<file path="src/eqd_pkg.sv">
// ============================================================================
// eqd_pkg
// Shared types, constants and codes for the event queue dispatcher: item
// layouts, operation and status codes, and the controller/datapath interface.
// ============================================================================
package eqd_pkg;

  // sizing
  localparam int QUEUE_DEPTH = 128;
  localparam int SUBSCRIBERS = 32;
  localparam int QW          = $clog2(QUEUE_DEPTH);
  localparam int SUB_W       = $clog2(SUBSCRIBERS);
  localparam int SLOT_W      = 5;
  localparam int RES_W       = 5;
  localparam int CMP_W       = ((SUB_W > SLOT_W) ? SUB_W : SLOT_W) + 1;
  localparam logic [CMP_W-1:0] SUB_LIMIT = CMP_W'(SUBSCRIBERS);

  // operation codes
  typedef enum logic [2:0] {
    OP_APPEND    = 3'd0,
    OP_PUSH      = 3'd1,
    OP_DISPATCH  = 3'd2,
    OP_SUBSCRIBE = 3'd3,
    OP_CLAIM     = 3'd4,
    OP_UNSUB     = 3'd5
  } op_e;

  // result status codes
  typedef enum logic [2:0] {
    ST_OK     = 3'd0,
    ST_EMPTY  = 3'd1,
    ST_FULL   = 3'd2,
    ST_NOSLOT = 3'd3,
    ST_NOTRES = 3'd4
  } status_e;

  // input beat
  typedef struct packed {
    logic [2:0]        op;
    logic [15:0]       event_id;
    logic [15:0]       tag;
    logic              to_all;
    logic [SLOT_W-1:0] slot;
  } in_item_t;

  // output beat
  typedef struct packed {
    logic [2:0]        status;
    logic              delivered;
    logic [SLOT_W-1:0] subscriber;
    logic [15:0]       receiver;
    logic [15:0]       event_out;
    logic [15:0]       payload_out;
    logic              last;
  } out_item_t;

  // one queued event
  typedef struct packed {
    logic [SLOT_W-1:0] slot;
    logic              to_all;
    logic [15:0]       tag;
    logic [15:0]       event_id;
  } ev_entry_t;

  // kind of result loaded into the output register
  typedef enum logic [1:0] {
    RK_STAT  = 2'd0,
    RK_GRANT = 2'd1,
    RK_DLV   = 2'd2
  } res_kind_e;

  // slot index register update
  typedef enum logic [2:0] {
    IX_HOLD  = 3'd0,
    IX_ZERO  = 3'd1,
    IX_DST   = 3'd2,
    IX_SLOT  = 3'd3,
    IX_START = 3'd4,
    IX_STEP  = 3'd5,
    IX_INC   = 3'd6
  } idx_op_e;

  // commands from controller to datapath
  typedef struct packed {
    logic      take_item;
    logic      q_append;
    logic      q_push;
    logic      q_pop;
    idx_op_e   idx_op;
    logic      rd_rcv;
    logic      grant;
    logic      grant_at_slot;
    logic      nf_update;
    logic      unsub;
    logic      out_load;
    res_kind_e out_kind;
    status_e   out_status;
    logic      out_last;
  } eqd_cmd_t;

  // status from datapath to controller
  typedef struct packed {
    op_e  op;
    logic full_tail;
    logic full_head;
    logic empty;
    logic no_room;
    logic claim_bad;
    logic ev_all;
    logic dst_live;
    logic any_alive;
    logic idx_alive;
    logic more_above;
    logic search_end;
    logic out_free;
  } eqd_sts_t;

endpackage

</file>
<file path="src/eqd_ctrl.sv">
// ============================================================================
// eqd_ctrl
// Controller state machine: decodes each input beat, sequences queue access,
// delivery scans and free-slot searches, and schedules result beats.
// ============================================================================
module eqd_ctrl import eqd_pkg::*; (
  input  logic     clk,
  input  logic     rst,
  input  logic     in_valid,
  input  eqd_sts_t sts,
  output logic     in_ready,
  output eqd_cmd_t cmd
);

  typedef enum logic [6:0] {
    S_IDLE   = 7'b0000001,
    S_DECODE = 7'b0000010,
    S_EVWAIT = 7'b0000100,
    S_SCAN   = 7'b0001000,
    S_EMIT   = 7'b0010000,
    S_SEARCH = 7'b0100000,
    S_RESP   = 7'b1000000
  } state_t;

  state_t    state;
  state_t    state_next;
  res_kind_e resp_kind;
  res_kind_e resp_kind_next;
  status_e   resp_status;
  status_e   resp_status_next;
  logic      single;
  logic      single_next;
  logic      dlv_last;

  assign in_ready = state == S_IDLE;
  assign dlv_last = single || !sts.more_above;

  // next state and commands
  always_comb begin
    state_next       = state;
    resp_kind_next   = resp_kind;
    resp_status_next = resp_status;
    single_next      = single;
    cmd              = '0;
    cmd.idx_op       = IX_HOLD;
    cmd.out_kind     = RK_STAT;
    cmd.out_status   = ST_OK;
    case (state)
      S_IDLE: begin
        if (in_valid) begin
          cmd.take_item = 1'b1;
          state_next    = S_DECODE;
        end
      end
      S_DECODE: begin
        resp_kind_next   = RK_STAT;
        resp_status_next = ST_OK;
        state_next       = S_RESP;
        case (sts.op)
          OP_APPEND: begin
            if (sts.full_tail) resp_status_next = ST_FULL;
            else               cmd.q_append     = 1'b1;
          end
          OP_PUSH: begin
            if (sts.full_head) resp_status_next = ST_FULL;
            else               cmd.q_push       = 1'b1;
          end
          OP_DISPATCH: begin
            if (sts.empty) begin
              resp_status_next = ST_EMPTY;
            end else begin
              cmd.q_pop  = 1'b1;
              state_next = S_EVWAIT;
            end
          end
          OP_SUBSCRIBE: begin
            if (sts.no_room) begin
              resp_status_next = ST_NOSLOT;
            end else begin
              cmd.idx_op = IX_START;
              state_next = S_SEARCH;
            end
          end
          OP_CLAIM: begin
            if (sts.claim_bad) begin
              resp_status_next = ST_NOTRES;
            end else begin
              cmd.idx_op        = IX_SLOT;
              cmd.grant         = 1'b1;
              cmd.grant_at_slot = 1'b1;
              resp_kind_next    = RK_GRANT;
            end
          end
          OP_UNSUB: cmd.unsub = 1'b1;
          default: ;
        endcase
      end
      // popped event is on the read port
      S_EVWAIT: begin
        resp_kind_next   = RK_STAT;
        resp_status_next = ST_OK;
        if (sts.ev_all) begin
          if (sts.any_alive) begin
            cmd.idx_op  = IX_ZERO;
            single_next = 1'b0;
            state_next  = S_SCAN;
          end else begin
            state_next = S_RESP;
          end
        end else if (sts.dst_live) begin
          cmd.idx_op  = IX_DST;
          cmd.rd_rcv  = 1'b1;
          single_next = 1'b1;
          state_next  = S_EMIT;
        end else begin
          state_next = S_RESP;
        end
      end
      // walk the table in slot order for a broadcast
      S_SCAN: begin
        if (sts.idx_alive) begin
          cmd.rd_rcv = 1'b1;
          state_next = S_EMIT;
        end else begin
          cmd.idx_op = IX_INC;
        end
      end
      S_EMIT: begin
        if (sts.out_free) begin
          cmd.out_load = 1'b1;
          cmd.out_kind = RK_DLV;
          cmd.out_last = dlv_last;
          if (dlv_last) begin
            state_next = S_IDLE;
          end else begin
            cmd.idx_op = IX_INC;
            state_next = S_SCAN;
          end
        end
      end
      // wrapping free-slot search above the reserved range
      S_SEARCH: begin
        if (!sts.idx_alive) begin
          cmd.grant      = 1'b1;
          cmd.nf_update  = 1'b1;
          resp_kind_next = RK_GRANT;
          state_next     = S_RESP;
        end else if (sts.search_end) begin
          resp_kind_next   = RK_STAT;
          resp_status_next = ST_NOSLOT;
          state_next       = S_RESP;
        end else begin
          cmd.idx_op = IX_STEP;
        end
      end
      S_RESP: begin
        if (sts.out_free) begin
          cmd.out_load   = 1'b1;
          cmd.out_kind   = resp_kind;
          cmd.out_status = resp_status;
          cmd.out_last   = 1'b1;
          state_next     = S_IDLE;
        end
      end
      default: state_next = S_IDLE;
    endcase
  end

  // state registers
  always_ff @(posedge clk) begin
    if (rst) begin
      state       <= S_IDLE;
      resp_kind   <= RK_STAT;
      resp_status <= ST_OK;
      single      <= 1'b0;
    end else begin
      state       <= state_next;
      resp_kind   <= resp_kind_next;
      resp_status <= resp_status_next;
      single      <= single_next;
    end
  end

endmodule

</file>
<file path="config.mk">
export PLATFORM = sky130hd
export DESIGN_NAME = eqd_ctrl
export DESIGN_NICKNAME = d
export VERILOG_FILES = /design/src/eqd_pkg.sv /design/src/eqd_ctrl.sv
export SDC_FILE = /design/constraint.sdc
export NUM_CORES = 1
export LEC_CHECK = 0
export BUFFER_PORTS_ARGS = -buffer_cell sky130_fd_sc_hd__buf_2
export CORE_MARGIN = 5
export CORE_UTILIZATION = 35
export CTS_CLUSTER_DIAMETER = 150
export DETAILED_ROUTE_END_ITERATION = 10
export PLACE_DENSITY_LB_ADDON = 0.25
export SYNTH_ARGS = -nofsm -noshare
export SYNTH_HDL_FRONTEND = slang
export SYNTH_SLANG_ARGS = --single-unit
</file>
<file path="constraint.sdc">
create_clock -name clk -period 1.7 [get_ports clk]
set_clock_uncertainty 0.2 [all_clocks]
set_input_delay 0.17 -clock clk [delete_from_list [all_inputs] [get_ports clk]]
set_output_delay 0.17 -clock clk [all_outputs]
set_load 0.02 [all_outputs]
</file>
==> metrics.md, run 1 <==
| Metric | Value |
|---|---|
| Port Buffers | 37 |
| Post-Syn Instances | 121 |
| CP Buf/Inv Count | 2 |
| Worst setup SP type | flop |
| Max-Cap Viols | 0 |
| Avg Inst Size Synth | 7.62 um^2 |
| Initial DRT Pass Iterations | 4 |
| Global route overflow | 0 |
| Die Span X | 61.3 um |
| Final setup margin | -0.499 ns |
| Reg2reg start | state[3] |
| Clock edge transition at the registers on the reported setup and hold paths | 0.08 ns |
| Routed length per instance | 16.1 um |
| Worst hold path class | in -> reg |
| Post-DP Area | 1420 um^2 |
| Crit path max-delay family | simple AND/OR/NAND/NOR gates |
| Overall global routing resource usage | 21.2% |
| Number of global-route vias before repair | 1314 |
| Setup Slack @ Placement | -0.161 ns |
| Initial antenna violation count | 0 |
| Commonest cells after routing, fill and taps aside | 45 x buf_4, 24 x buf_6, 18 x buf_2, 9 x nor2_1, 8 x nand2_1 |
| Max-slew headroom | 78.3% |
| WP data arrival | 1.83 ns |
| Hold path startpoint | sts[9] |
| Crit path max fanout | 5 |
| Period utilization | 129% |
| Number of buffers created by CTS | 3 |
| Setup-failing EPs final | 30 |
| CP endpoint kind | output pin |
| Area added between synthesis and finish | 112% |
| Dpl hpwl | 2600 um |
| Levels on crit path | 6 |
| Largest net degree at the start of global routing | 13 |
| Slowest-stage cell, CP | nor4_4 |
| Hold Path Cell Cnt | 3 |
| Rows | 18 |
| Final net count | 231 |
| Ant diodes | 0 |
| Root Buffer Master | clkbuf_4 |
| Failing checks | negative setup slack |
| First-pass GRT wire length | 5890 um |
| Status | complete, but fails checks |
| Syn nets | 139 |
| Core ar. | 2500 um^2 |
| Crit path largest cell delay | 0.37 ns |
| Peak supply drop | 0.000434 V |
| Post-route ant nets | 0 |
| First DRT Iteration DRCs | 83 |
| Vias per cell | 5.42 |
| H-tree Lvls | 1 |
| Routed wire length | 3900 um |
| Total number of vias | 1311 |
| Synth Cell Area | 922 um^2 |
| CTS tree | built |
| Worst slew pin tran | 0.322 ns |
| Commonest non-fill, non-tap cell in the layout | buf_4 |
| Static Leak | 0.000887 uW |
| Clk sinks | 12 |
| Final instance area | 1960 um^2 |
| Power Density | 430 nW/um^2 |
| Sequential fraction of the synthesis area | 26.1% |
| # placed instances | 218 |
| Max-slew violations | 0 |
| DRC Markers | 0 |
| Later-pin clock latency in the skew report | 0.29 ns |
| Layout cell share with drive strength beyond 1 | 71.2% |
| Synth unique cells | 43 |
| CP Launch Point | state[3] |
| Worst R2R Path Depth | 10 |
| CP Cell Sequence | nor4_4 -> buf_4 -> and2_4 -> and3b_2 -> a21o_1 -> buf_6 |
| Die ar. | 3760 um^2 |
| Placer Congestion | 0.831 |
| Crit path time final | 2.20 ns |
| Deepest clock path buffer count | 2 |
| I/O Pins | 38 |
| Final Hold Viols | 0 |
| Kind of critical path | reg -> out |
| Fmax | 0.455 GHz |
| Starting Density | 36.9% |
| Critical path data required time | 1.33 ns |
| Core Util, Final | 78.4% |
| RSZ-0062 raised after global routing | true |
| Die Ht | 61.3 um |
| Yosys reg bits | 12 |
| Non-Filler Instances | 242 |
| Syn. warnings | 0 |
[where the power goes]
group	total, uW	internal, uW	switching [uW]
registers	295	288	6.59
logic	301	157	144
clock network	247	131	116
[cells in the mapped netlist (all sizes together)]
master	number	area share [%]
a21o	2	1.6
mux2	1	1.2
and3b	2	1.9
o221ai	1	0.95
nor3	6	3.8
or2b	1	0.81
o31ai	1	0.81
a211oi	1	0.81
a2bb2oi	1	0.95
o21a	1	0.81
and3	1	0.68
o211ai	1	0.81
nand4b	3	2.8
nand3	5	2.7
nand2	12	5.2
dfxtp	12	26
clkbuf	2	0.81
nor2b	4	2.7
clkinv	1	0.95
o21ba	1	1.1
nor4	4	4.3
and2	7	5.0
o41a	1	1.2
a31oi	2	1.4
mux2i	2	2.2
nor2	16	6.8
nand4	1	0.68
o31a	1	0.95
o21ai	3	1.6
nand2b	4	2.7
xnor2	2	1.9
nor3b	4	4.9
or3	2	1.9
inv	4	1.6
nor4b	1	0.95
a21oi	8	4.3
[state kept, by name (all words and copies together), names as in the netlist]
name / flops
single: 1
resp_status: 3
resp_kind: 1
state: 7
[area by class of cell]
class | count | area (um^2)
multi-input cells | 102 | 882
repair buffers | 89 | 728
fillers | 161 | 541
flip-flops and latches | 12 | 251
well taps | 30 | 37.5
clock buffers | 4 | 36.3
inverters | 5 | 23.8
[per-stage QoR]
step / total power, uW / TNS, ns / hold WS, ns
CTS: 781 / -6.43 / 0.0107
floorplan: 400 / -1.44 / 0.0416
detailed placement: 498 / -1.16 / 0.262
finish: 843 / -8.52 / 0.0211
global route: 876 / -10.56 / 0.0383
global placement: 495 / -0.983 / 0.256
[cell families (layout without fill, tap and decap cells)]
kind of cell	Yosys count	after routing	share of synthesized area (%)
AOI/OAI and AO/OA	24	24	17.4
xor gates and xnor gates	2	2	1.90
buffers and inverters	7	98	3.39
DFF	12	12	26.1
muxes	3	3	3.39
and+or+nand+nor	73	73	47.9
[final timing paths]
path | endpoint | slack, ns
min reg2reg | resp_kind[0] | 0.30
min | state[2] | 0.02
max | cmd[11] | -0.50
max reg2reg | resp_status[0] | -0.38
[tightest hold or removal path: cells and delay by family]
kind / cells / cell delay (ns)
buffers and inverters: 1 / 0.12
and+or+nand+nor: 2 / 0.19
[routing by layer]
layer / up-vias / part of all wire, % / GRT usage [%]
li1: 624 / - / -
met1: 614 / 40 / 25.3
met2: 52 / 52 / 37.9
met3: 21 / 4.4 / 2.94
met4: 0 / 4.2 / 8.48
met5: - / 0 / 0
[what timing repair did]
action                     in CTS  in global routing
setup endpoints to repair      26                 31
cloned                          0                  0
pin swaps                      15                  8
hold buffers                    1                  0
gates resized for setup        64                 29
buffers inserted               15                  6
hold endpoints to repair        1                  0
Note: power is estimated with default switching activity, not from simulation.
==> inputs of run 2 (changes only) <==
--- a/config.mk
+++ b/config.mk
@@ -6,11 +6,14 @@
 export NUM_CORES = 1
 export LEC_CHECK = 0
 export BUFFER_PORTS_ARGS = -buffer_cell sky130_fd_sc_hd__buf_2
+export CORE_ASPECT_RATIO = 1.25
 export CORE_MARGIN = 5
 export CORE_UTILIZATION = 35
 export CTS_CLUSTER_DIAMETER = 150
 export DETAILED_ROUTE_END_ITERATION = 10
+export GPL_TIMING_DRIVEN = 0
 export PLACE_DENSITY_LB_ADDON = 0.25
+export SETUP_SLACK_MARGIN = 0.5
 export SYNTH_ARGS = -nofsm -noshare
 export SYNTH_HDL_FRONTEND = slang
 export SYNTH_SLANG_ARGS = --single-unit
==> metrics.md, run 2 (same netlist as run 1, synthesis figures left out) <==
| Metric | Value |
|---|---|
| Post-route ant nets | 0 |
| Kind of critical path | reg -> out |
| Largest net degree at the start of global routing | 11 |
| Largest regs | state x7, resp_status x3 |
| Hold path startpoint | sts[9] |
| Biggest register | state |
| Number of global-route vias before repair | 1392 |
| Flip-flop and latch area | 264 um^2 |
| WP data arrival | 1.84 ns |
| Commonest cells after routing, fill and taps aside | 32 x buf_4, 29 x buf_6, 16 x buf_2, 9 x nor2_1 |
| Deepest clock path buffer count | 2 |
| Core ar. | 2480 um^2 |
| Reg2reg start | state[6] |
| Max-slew violations | 0 |
| CP Launch Point | state[6] |
| Final net count | 226 |
| # placed instances | 190 |
| Status | complete, but fails checks |
| R2R Setup Slk | -0.32 ns |
| H-tree Lvls | 1 |
| Global route overflow | 0 |
| Setup-failing EPs final | 30 |
| Initial antenna violation count | 0 |
| Filler cell count | 151 |
| Crit path max fanout | 3 |
| Starting Density | 37.2% |
| Total number of vias | 1298 |
| First-pass GRT wire length | 6310 um |
| Area added between synthesis and finish | 117% |
| Max reg flops | 7 |
| Non-Filler Instances | 239 |
| Root Buffer Master | clkbuf_4 |
| Worst hold path class | in -> reg |
| Die ar. | 3770 um^2 |
| Period utilization | 130% |
| Rows | 20 |
| Initial DRT Pass Iterations | 4 |
| I/O Pins | 38 |
| Peak supply drop | 0.000489 V |
| RSZ-0062 raised after global routing | true |
| Multi-input gate area | 922 um^2 |
| CP Cell Sequence | nor4_4 -> buf_4 -> nand2_4 -> or3_4 -> clkinv_4 -> nor2_4 -> nand2_2 -> buf_6 |
| Power Density | 384 nW/um^2 |
| Fmax | 0.453 GHz |
| Max-Cap Viols | 0 |
| Max-slew headroom | 59.9% |
| Commonest non-fill, non-tap cell in the layout | buf_4 |
| Clock edge transition at the registers on the reported setup and hold paths | 0.08 ns |
| DRC Markers | 0 |
| Vias per cell | 5.43 |
| Failing checks | negative setup slack |
| Ant diodes | 0 |
| First DRT Iteration DRCs | 41 |
| Die Ht | 67.4 um |
| Final Hold Viols | 0 |
| Port Buffers | 36 |
| Die Span X | 55.9 um |
| Slowest-stage cell, CP | or3_4 |
| Worst setup SP type | flop |
| Crit path largest cell delay | 0.40 ns |
| Worst slew pin tran | 0.602 ns |
| Number of buffers created by CTS | 3 |
| Layout cell share with drive strength beyond 1 | 68.0% |
| Placer Congestion | 0.786 |
| Overall global routing resource usage | 21.2% |
| CTS tree | built |
| Critical path data required time | 1.33 ns |
| Routed wire length | 4190 um |
| Crit path time final | 2.21 ns |
| CP Buf/Inv Count | 3 |
| Dpl hpwl | 2210 um |
| Setup Slack @ Placement | -0.381 ns |
| Clk sinks | 12 |
| Static Leak | 0.000908 uW |
| Later-pin clock latency in the skew report | 0.27 ns |
| Routed length per instance | 17.5 um |
| Crit path max-delay family | simple AND/OR/NAND/NOR gates |
| Final setup margin | -0.508 ns |
| CP endpoint kind | output pin |
[run 2: cell types whose count changed in the layout (fill, tap and decap cells not counted), sizes merged]
cell,delta
dlygate4sd3,+1
clkbuf,+1
buf,-8
[run 2: layout make-up]
class / instances / share of cell area, %
multi-input cells: 102 / 46.0
plain buffers: 2 / 0.375
well taps: 33 / 2.06
inverters: 5 / 1.19
clock buffers: 3 / 1.12
flip-flops and latches: 12 / 13.2
repair buffers: 82 / 36.0
[run 2: worst paths after layout]
check / endpoint / cells after the start
min: state[2] / 3
max: cmd[13] / 8
min reg2reg: resp_kind[0] / 2
max reg2reg: state[0] / 8
[run 2: stage by stage]
stage	setup TNS (ns)	util (%)	total power [uW]	cell area, um^2	hold slack [ns]
final	-9.40	80.9	768	2000	0.0136
after global routing	-11.63	80.9	805	2000	0.0203
after CTS	-7.83	74.3	732	1840	0.00906
after detailed placement	-4.18	50.7	470	1250	0.155
after global placement	-4.25	50.7	466	1250	0.149
after floorplan	-1.41	-	413	1030	0.0342
[run 2: power by group]
part           total (uW)  switching (uW)  internal, uW  leakage [uW]
registers             293            9.77           283      0.000102
clock network         174            91.9          81.9     0.0000138
logic                 301             149           152      0.000793
total                 768             251           518      0.000908
[run 2: timing repair]
| action | 4_1_cts | 5_1_grt |
|---|---|---|
| hold endpoints to repair | 3 | 0 |
| buffers inserted | 30 | 14 |
| pin swaps | 18 | 12 |
| resized for setup | 81 | 13 |
| endpoints found under the setup margin | 32 | 32 |
| hold buffers | 2 | 0 |
[run 2: per-layer routing]
metal,wire (um),global-route usage [%],vias to the layer above
li1,-,-,612
met1,1600,20.8,625
met2,2320,42.6,51
met3,177,2.68,10
met4,95,12.5,0
met5,0,0,-
[run 2: worst min-delay path: stages]
cell and delay, ns:
buf_2 0.11, nor3b_4 0.05, nor2b_1 0.11
